===== src/sv/button_press_classifier_unit_macros.svh =====
// Assertion macros used by the button press classifier top level.
`ifndef BUTTON_PRESS_CLASSIFIER_UNIT_MACROS_SVH
`define BUTTON_PRESS_CLASSIFIER_UNIT_MACROS_SVH

// Clocked check, disabled while reset is high.
`define BPC_ASSERT(label, clk, rst, prop, msg) \
   label: assert property (@(posedge clk) disable iff (rst) (prop)) else $error(msg);

// Clocked check that also holds during reset.
`define BPC_ASSERT_ALWAYS(label, clk, prop, msg) \
   label: assert property (@(posedge clk) (prop)) else $error(msg);

`endif


===== src/sv/bpc_pkg.sv =====
// Types and constants of the button press classifier.
`default_nettype none
package bpc_pkg;

   localparam int NumButtons   = 4;
   localparam int LevelWidth   = 4;
   localparam int ButtonWidth  = 2;
   localparam int TickWidth    = 16;
   localparam int PressWidth   = 9;
   localparam int ThreshWidth  = 8;
   localparam int CsrDataWidth = 16;
   localparam int CsrIndexWidth = 2;
   // only the buttons that have a level bit can be latched
   localparam int ScanButtons  = (NumButtons < LevelWidth) ? NumButtons : LevelWidth;
   // up and down use the slow threshold, the rest the fast one
   localparam int SlowButtons  = 2;

   localparam logic [TickWidth-1:0]   DebounceReset = 16'd280;
   localparam logic [TickWidth-1:0]   PeriodReset   = 16'd200;
   localparam logic [ThreshWidth-1:0] SlowReset     = 8'd20;
   localparam logic [ThreshWidth-1:0] FastReset     = 8'd4;

   typedef logic [LevelWidth-1:0]  levels_type;
   typedef logic [ButtonWidth-1:0] button_type;
   typedef logic [TickWidth-1:0]   tick_type;
   typedef logic [PressWidth-1:0]  press_type;
   typedef logic [ThreshWidth-1:0] thresh_type;

   typedef enum logic [CsrIndexWidth-1:0] {
      REG_DEBOUNCE_TICKS = 2'd0,
      REG_PERIOD_TICKS   = 2'd1,
      REG_SLOW_THRESHOLD = 2'd2,
      REG_FAST_THRESHOLD = 2'd3
   } reg_index_type;

   typedef struct packed {
      tick_type   debounce_ticks;
      tick_type   period_ticks;
      thresh_type slow_threshold;
      thresh_type fast_threshold;
   } cfg_type;

   typedef struct packed {
      logic       event_valid;
      button_type event_button;
      logic       event_long;
   } event_type;

endpackage
`default_nettype wire


===== src/sv/button_press_classifier_unit.sv =====
// Top level of the debounced short/long button press classifier.
`default_nettype none
`include "button_press_classifier_unit_macros.svh"
// One request beat is one base tick carrying the four button levels, and every
// beat yields exactly one response beat (event_valid low when nothing finished).
// A beat is taken every cycle unless req_ready is held off: it is held in an input
// register, the press state is updated by a single compare and increment as it
// moves on, and the event lands in the response register, so a request passes
// the input register and then the response register. The response register and
// input register decouple the channels; only a stalled response with a full input
// register holds off req_ready. The user must write registers through the csr_ port
// only while no beat is in flight (the block does not enforce it); an update takes effect on the next tick.
module button_press_classifier_unit
   import bpc_pkg::*;
(
   input  wire logic                     clock,
   input  wire logic                     reset,
   input  wire logic                     req_valid,
   output logic                          req_ready,
   input  wire logic [LevelWidth-1:0]    req_button_levels,
   output logic                          rsp_valid,
   input  wire logic                     rsp_ready,
   output logic                          rsp_event_valid,
   output logic [ButtonWidth-1:0]        rsp_event_button,
   output logic                          rsp_event_long,
   input  wire logic                     csr_write_enable,
   input  wire logic [CsrIndexWidth-1:0] csr_index,
   input  wire logic [CsrDataWidth-1:0]  csr_write_data
);

   cfg_type    cfg_ff, cfg_in;
   logic       in_valid_ff, in_valid_in;
   levels_type in_levels_ff, in_levels_in;
   logic       out_valid_ff, out_valid_in;
   event_type  out_ff, out_in;
   event_type  step_result;
   logic       out_free;
   logic       advance;

   assign out_free  = !out_valid_ff || rsp_ready;
   assign advance   = in_valid_ff && out_free;
   assign req_ready = !in_valid_ff || advance;

   bpc_core u_core (
      .clock  (clock),
      .reset  (reset),
      .step   (advance),
      .levels (in_levels_ff),
      .cfg    (cfg_ff),
      .result (step_result)
   );

   always_comb begin
      cfg_in = cfg_ff;
      if (csr_write_enable) begin
         case (reg_index_type'(csr_index))
            REG_DEBOUNCE_TICKS: cfg_in.debounce_ticks = csr_write_data[TickWidth-1:0];
            REG_PERIOD_TICKS:   cfg_in.period_ticks   = csr_write_data[TickWidth-1:0];
            REG_SLOW_THRESHOLD: cfg_in.slow_threshold = csr_write_data[ThreshWidth-1:0];
            REG_FAST_THRESHOLD: cfg_in.fast_threshold = csr_write_data[ThreshWidth-1:0];
            default: ;
         endcase
      end
   end

   always_comb begin
      in_valid_in  = in_valid_ff;
      in_levels_in = in_levels_ff;
      out_valid_in = out_valid_ff;
      out_in       = out_ff;
      if (advance) begin
         in_valid_in = 1'b0;
      end
      if (req_valid && req_ready) begin
         in_valid_in  = 1'b1;
         in_levels_in = req_button_levels;
      end
      if (out_valid_ff && rsp_ready) begin
         out_valid_in = 1'b0;
      end
      if (advance) begin
         out_valid_in = 1'b1;
         out_in       = step_result;
      end
   end

   always_ff @(posedge clock) begin
      if (reset) begin
         cfg_ff.debounce_ticks <= DebounceReset;
         cfg_ff.period_ticks   <= PeriodReset;
         cfg_ff.slow_threshold <= SlowReset;
         cfg_ff.fast_threshold <= FastReset;
         in_valid_ff           <= 1'b0;
         out_valid_ff          <= 1'b0;
      end else begin
         cfg_ff       <= cfg_in;
         in_valid_ff  <= in_valid_in;
         out_valid_ff <= out_valid_in;
      end
      in_levels_ff <= in_levels_in;
      out_ff       <= out_in;
   end

   assign rsp_valid        = out_valid_ff;
   assign rsp_event_valid  = out_ff.event_valid;
   assign rsp_event_button = out_ff.event_button;
   assign rsp_event_long   = out_ff.event_long;

   // a quiet beat carries no button or long flag
   `BPC_ASSERT(a_quiet_beat_clean, clock, reset, (rsp_valid && !rsp_event_valid) |-> (rsp_event_button == '0 && !rsp_event_long), "quiet beat carries event fields")
   // long presses exist only for up and down
   `BPC_ASSERT(a_long_slow_only, clock, reset, (rsp_valid && rsp_event_long) |-> (rsp_event_valid && rsp_event_button < ButtonWidth'(SlowButtons)), "long flag on fast button")
   // a held input beat that cannot move keeps its levels
   `BPC_ASSERT(a_input_hold, clock, reset, (in_valid_ff && !advance) |=> (in_valid_ff && $stable(in_levels_ff)), "input register lost a beat")
   // each moved beat fills the response register
   `BPC_ASSERT(a_advance_fills, clock, reset, advance |=> out_valid_ff, "moved beat produced no response")

endmodule
`default_nettype wire


===== src/sv/bpc_core.sv =====
// Press tracking state and per-tick classification step.
`default_nettype none
module bpc_core
   import bpc_pkg::*;
(
   input  wire logic       clock,
   input  wire logic       reset,
   input  wire logic       step,
   input  wire levels_type levels,
   input  wire cfg_type    cfg,
   output event_type       result
);

   typedef enum logic [1:0] {
      PH_IDLE     = 2'd0,
      PH_DEBOUNCE = 2'd1,
      PH_TIMING   = 2'd2
   } phase_type;

   phase_type  phase_ff, phase_in;
   button_type latched_ff, latched_in;
   tick_type   tick_ff, tick_in;
   press_type  press_ff, press_in;
   levels_type prev_ff, prev_in;

   always_comb begin
      tick_type   tick_inc;
      levels_type rising;
      logic       held;
      logic       slow;
      press_type  thr;
      logic       found;

      phase_in   = phase_ff;
      latched_in = latched_ff;
      tick_in    = tick_ff;
      press_in   = press_ff;
      prev_in    = prev_ff;
      result     = '0;

      tick_inc = tick_ff + 1'b1;
      rising   = levels & ~prev_ff;
      held     = levels[latched_ff];
      slow     = (latched_ff < ButtonWidth'(SlowButtons));
      thr      = {1'b0, (slow ? cfg.slow_threshold : cfg.fast_threshold)};
      found    = 1'b0;

      if (step) begin
         prev_in = levels;
         case (phase_ff)
            PH_DEBOUNCE: begin
               tick_in = tick_inc;
               if (tick_inc >= cfg.debounce_ticks) begin
                  tick_in  = '0;
                  press_in = '0;
                  if (held) begin
                     phase_in = PH_TIMING;
                  end else begin
                     phase_in   = PH_IDLE;
                     latched_in = '0;
                  end
               end
            end
            PH_TIMING: begin
               tick_in = tick_inc;
               if (tick_inc >= cfg.period_ticks) begin
                  tick_in = '0;
                  if (held && press_ff <= thr) begin
                     press_in = press_ff + 1'b1;
                  end else begin
                     result.event_valid  = 1'b1;
                     result.event_button = latched_ff;
                     result.event_long   = (press_ff > thr) && slow;
                     phase_in   = PH_IDLE;
                     latched_in = '0;
                     press_in   = '0;
                  end
               end
            end
            default: begin
               // lowest numbered rising edge wins
               phase_in = PH_IDLE;
               for (int i = 0; i < ScanButtons; i++) begin
                  if (rising[i] && !found) begin
                     found      = 1'b1;
                     latched_in = ButtonWidth'(i);
                     phase_in   = PH_DEBOUNCE;
                     tick_in    = '0;
                     press_in   = '0;
                  end
               end
            end
         endcase
      end
   end

   always_ff @(posedge clock) begin
      if (reset) begin
         phase_ff   <= PH_IDLE;
         latched_ff <= '0;
         tick_ff    <= '0;
         press_ff   <= '0;
         prev_ff    <= '0;
      end else begin
         phase_ff   <= phase_in;
         latched_ff <= latched_in;
         tick_ff    <= tick_in;
         press_ff   <= press_in;
         prev_ff    <= prev_in;
      end
   end

endmodule
`default_nettype wire


===== config.mk =====
export PLATFORM = sky130hd
export DESIGN_NAME = button_press_classifier_unit
export DESIGN_NICKNAME = d
export VERILOG_FILES = /design/src/sv/bpc_pkg.sv /design/src/sv/button_press_classifier_unit.sv /design/src/sv/bpc_core.sv
export VERILOG_INCLUDE_DIRS = /design/src /design/src/sv
export SDC_FILE = /design/constraint.sdc
export NUM_CORES = 1
export LEC_CHECK = 0
export ABC_AREA = 1
export BUFFER_PORTS_ARGS = -buffer_cell sky130_fd_sc_hd__buf_2
export CAP_MARGIN = 20
export CORE_UTILIZATION = 45
export DETAILED_ROUTE_END_ITERATION = 7
export PLACE_DENSITY = 0.6
export SYNTH_ARGS = -nofsm -noshare
export SYNTH_HDL_FRONTEND = slang
export SYNTH_HIERARCHICAL = 1
export SYNTH_SLANG_ARGS = --single-unit

===== constraint.sdc =====
create_clock -name clock -period 9.05 [get_ports clock]
set_clock_uncertainty 0.2 [all_clocks]
set_input_delay 0.905 -clock clock [delete_from_list [all_inputs] [get_ports clock]]
set_output_delay 0.905 -clock clock [all_outputs]
set_load 0.02 [all_outputs]

==> metrics list <==
- Run status: completed
- Proportion of synthesized flip-flops having asynchronous set or reset: 0%
- The synthesized design contains 8 enable-type register cells.
- Detailed routing placed a total of 5330 microns of wire on met2.
* Clock slew at the register clock pins of the worst setup and hold paths: 0.07 ns
- In this run the most critical hold path is launched from u_core/prev_ff[2]$_SDFFE_PP0P_.
- The cell sitting at the root of the clock tree is a sky130_fd_sc_hd__clkbuf_16.
- Clock buffers created by TritonCTS: 9
* Max Fclk: 292 MHz
- Final critical delay including setup and external delays: 3.42 ns
* Non-Filler Cell Area, Final: 5880 sq um
- Core footprint: 11,500 sq um
- Via count of the first global-routing pass: 4,342
- Startpoint type of the worst setup path: flop
- Cells with a size suffix above 1 make up 9.13% of the layout.
- The synthesized netlist devotes 10.3% of its cell area to adder and majority cells.
- For this block, wires on met1 add up to 5910 microns.
- STA puts the critical path data required time at 9.14 ns.
* Largest fanout on the critical path: 12
* Largest incremental delay on the critical path: 0.44 ns
- Final layout net count: 866
- Dividing the final minimum period by the clock period gives 37.8%.
- The detailed router finished its first iteration with 253 violations.
- Crit. path cell count: 18
* Worst Tran Pin Value: 0.752 ns
* CP endpoint kind: flop
* # IOs: 33
* Length of the first detailed-routing pass in iterations: 4
- The floorplan has 39 rows.
- Critical-path top delay cell: sky130_fd_sc_hd__dfxtp_1
- Instance area at placement: 5570 sq um
* Overall power: 933 uW
- The worst hold path belongs to the class reg -> reg.
- Hold repair after CTS inserted 0 buffers.
* Pre-CTS setup slack: 5.64 ns
- Most repeated library cell on the critical path: sky130_fd_sc_hd__nand3_1
- Detailed-routed wire length on met3: 387 microns
* Number of flip-flops and latches in the synthesized netlist: 91
* Final setup violation count: 0
- The initial utilization of the core area, before any placement, comes to 46.5%.
- The worst-case IR drop observed on VDD is 0.101 mV.
- The worst pin sits at a relative slew slack of 49.8%.
* Register area share after synthesis: 35.6%
- Cells on worst reg2reg path: 18
- The worst register-to-register path begins at u_core/tick_ff[0]$_SDFFE_PP0P_.
- Worst hold stages: 2
- Detailed placer's ending HPWL: 8490 microns
- Setup repair after global routing left no endpoint under its margin.
- After detailed placement, the design holds a cell count of 926.
- After synthesis, the largest family of logic cells by area is simple AND/OR/NAND/NOR gates.
* Cell Area, Synth: 5340 sq um
- First-pass GRT wire length: 20,400 microns
- Mux cell area share after synthesis: 1.31%
- Vias: 4,532
- Summed over all cells, the static leakage comes to 2.94 nW.
* Post-CTS resize count: 0
- Total Routing Usage GR: 20.8%
- Per-cell routed wire length: 12.6 microns
- Maximum number of pins on one net before global-route repair: 48
- The number of nets handed over by synthesis was 844.
* Maximum level of the CTS H-tree: 3
* Initial antenna violation count: 0
- Post-synthesis share of cell area spent on and, or, nand and nor gates: 30.2%
* Worst Path Class, Setup: reg -> reg
- Most instantiated flip-flop cell in the synthesis netlist: sky130_fd_sc_hd__dfxtp_1
- Summing the areas of all xor and xnor instances in the mapped netlist gives 2.93% of the synthesized area.
- Clock latency of the later-clocked register in the worst-skew pair: 0.35 ns
- Clock Sink Count: 91
- For this block, the routed nets add up to 11,900 microns of wire.
- Summing the areas of all compound-gate instances in the mapped netlist gives 8.14% of the synthesized area.
- Width of the die: 111 microns
- The number of buffers and inverters on the critical path is 2.
- The floorplan step set the die height to 111 microns.
- Maximum count of clock buffers along a single path: 2
- Mean Syn Cell Area: 6.90 sq um
* Number of slew-limit violations in the final report: 0
- Topmost layer with routed signal wires: met4
- For this run, design rule violations remaining after detail routing come to 0.
- Netlist cell types: 41
- Count of non-filler cells in the finished layout: 943
- In this run the tool buffered the top-level ports with 32 buffer cells.
- For the worst setup path, the data arrival time is 3.51 ns.
- Vias per inst: 4.81
- TritonCTS built the clock tree.
* Postcts setup bufs: 0
- The endpoint identified for the worst register-to-register timing path is u_core/press_ff[5]$_SDFFE_PP0P_.
- The number of endpoints with negative hold slack in the final report is 0.
* Sum of overflow across all layers after global routing: 0
- Die footprint: 12,300 sq um
- Layout-stage area growth over the synthesis result: 10.1%
* Synthesized instance count: 773
* Endpoint, Worst Hold: u_core/prev_ff[2]$_SDFFE_PP0P_
* Antenna Violating Nets Remaining: 0
- Dividing total power by cell area gives a power density of 159 nW/um^2.
* Register-to-register setup slack: 5.63 ns
* Min setup slack post-route: 5.63 ns
* Top delay family on crit path: simple AND/OR/NAND/NOR gates
* Setup total negative slack: 0 ns
* Final weighted congestion in routability-driven placement: 0.847
* Worst-path cell chain: ha_1, nand3_1, nor2_1, nand3_1, nor2_1, nand2_1, xor2_1, inv_1, ha_1, nand2_1, inv_1, nand3_1, a21oi_1, nor2_1, nand2_1, nand3_1, or2_1, a21oi_1
* Yosys warning total: 6
- The repair_antennas step left the layout with diodes totalling 0.
- Across the run, the number of max-cap violations was 0.
[logic make-up after synthesis]
| logic type | count (synthesis) |
|---|---|
| simple gates | 379 |
| buf+inv | 152 |
| flops | 91 |
| compound gates | 83 |
| fa+ha+maj | 44 |
| xor+xnor | 17 |
| mux | 7 |
[stage by stage]
| step | hold WS, ns | util (%) |
|---|---|---|
| final | 0.259 | 51.2 |
| after global routing | 0.292 | 51.2 |
| after CTS | 0.264 | 51.1 |
| after detailed placement | 0.254 | 48.5 |
| after global placement | 0.237 | 48.5 |
| after floorplan | 0.226 | - |
[area by class of cell]
| class | instances | area [sq um] |
|---|---|---|
| fill | 1118 | 5590 |
| multi-input combinational | 530 | 2830 |
| tap | 143 | 179 |
| timing repair buffer | 36 | 198 |
| clock inverter | 5 | 61.3 |
| clock buffer | 11 | 233 |
| sequential | 91 | 1900 |
| inverter | 127 | 477 |
[worst max path at each step]
stage / startpoint / to / slack [ns]
after global placement: u_core/tick_ff[0]$_SDFFE_PP0P_ / u_core/press_ff[6]$_SDFFE_PP0P_ / 5.77
after global routing: u_core/tick_ff[0]$_SDFFE_PP0P_ / u_core/press_ff[6]$_SDFFE_PP0P_ / 5.18
final: u_core/tick_ff[0]$_SDFFE_PP0P_ / u_core/press_ff[5]$_SDFFE_PP0P_ / 5.63
after CTS: u_core/tick_ff[0]$_SDFFE_PP0P_ / u_core/press_ff[6]$_SDFFE_PP0P_ / 5.63
after detailed placement: u_core/tick_ff[0]$_SDFFE_PP0P_ / u_core/press_ff[5]$_SDFFE_PP0P_ / 5.64
after floorplan: u_core/tick_ff[0]$_SDFFE_PP0P_ / u_core/tick_ff[6]$_SDFFE_PP0P_ / 6.20
[layout by cell type (no fill, tap or decap), types with 3 or more instances in the layout]
master / count
sky130_fd_sc_hd__nand3_2: 4
sky130_fd_sc_hd__nor2_2: 3
sky130_fd_sc_hd__inv_1: 125
sky130_fd_sc_hd__nand2_2: 3
sky130_fd_sc_hd__mux2i_1: 7
sky130_fd_sc_hd__nand2_1: 195
sky130_fd_sc_hd__ha_1: 44
sky130_fd_sc_hd__clkbuf_16: 9
sky130_fd_sc_hd__edfxtp_1: 8
sky130_fd_sc_hd__buf_4: 3
sky130_fd_sc_hd__nand4_1: 5
sky130_fd_sc_hd__a21oi_1: 59
sky130_fd_sc_hd__dfxtp_1: 83
sky130_fd_sc_hd__xor2_1: 14
sky130_fd_sc_hd__nor2_1: 110
sky130_fd_sc_hd__o21ai_0: 18
sky130_fd_sc_hd__buf_2: 32
sky130_fd_sc_hd__nand3_1: 43
[worst reg2reg max path: stages (launching register included)]
cell	delay, ns
sky130_fd_sc_hd__dfxtp_1	0.44
sky130_fd_sc_hd__ha_1	0.22
sky130_fd_sc_hd__nand3_1	0.14
sky130_fd_sc_hd__nor2_1	0.15
sky130_fd_sc_hd__nand3_1	0.13
sky130_fd_sc_hd__nor2_1	0.16
sky130_fd_sc_hd__nand2_1	0.08
sky130_fd_sc_hd__xor2_1	0.14
sky130_fd_sc_hd__inv_1	0.09
sky130_fd_sc_hd__ha_1	0.27
sky130_fd_sc_hd__nand2_1	0.05
sky130_fd_sc_hd__inv_1	0.06
sky130_fd_sc_hd__nand3_1	0.08
sky130_fd_sc_hd__a21oi_1	0.13
sky130_fd_sc_hd__nor2_1	0.07
sky130_fd_sc_hd__nand2_1	0.15
sky130_fd_sc_hd__nand3_1	0.34
sky130_fd_sc_hd__or2_1	0.33
sky130_fd_sc_hd__a21oi_1	0.12
[cell usage after synthesis (5+ instances only)]
| master | instances | area, sq um |
|---|---|---|
| sky130_fd_sc_hd__nand2_1 | 195 | 732 |
| sky130_fd_sc_hd__a21oi_1 | 59 | 295 |
| sky130_fd_sc_hd__edfxtp_1 | 8 | 240 |
| sky130_fd_sc_hd__nand3_1 | 43 | 215 |
| sky130_fd_sc_hd__dfxtp_1 | 83 | 1660 |
| sky130_fd_sc_hd__nand4_1 | 5 | 31.3 |
| sky130_fd_sc_hd__nor2_1 | 111 | 417 |
| sky130_fd_sc_hd__ha_1 | 44 | 551 |
| sky130_fd_sc_hd__inv_1 | 125 | 469 |
| sky130_fd_sc_hd__o21ai_0 | 18 | 90.1 |
| sky130_fd_sc_hd__clkbuf_1 | 6 | 22.5 |
| sky130_fd_sc_hd__buf_2 | 14 | 70.1 |
| sky130_fd_sc_hd__mux2i_1 | 7 | 70.1 |
| sky130_fd_sc_hd__xor2_1 | 14 | 123 |
[per-layer routing]
layer  GRT usage (%)  vias to the layer above
met5               0                        -
met1            28.1                     2005
li1                -                     2440
met3            4.10                       16
met2            32.4                       71
met4            8.89                        0
[power breakdown]
group / switching [mW] / internal [mW] / total (mW)
combinational: 0.0743 / 0.0392 / 0.113
sequential: 0.0123 / 0.423 / 0.436
clock: 0.167 / 0.216 / 0.384
[flip-flops by register name, summed over array words and instances, names as in the netlist, 2 cells and up]
| register | count |
|---|---|
| u_core/prev_ff | 4 |
| u_core/latched_ff | 2 |
| u_core/tick_ff | 16 |
| u_core/press_ff | 9 |
| rsp_event_button | 2 |
| cfg_ff | 48 |
| in_levels_ff | 4 |
| u_core/phase_ff | 2 |
(Power assumes the default switching activity.)
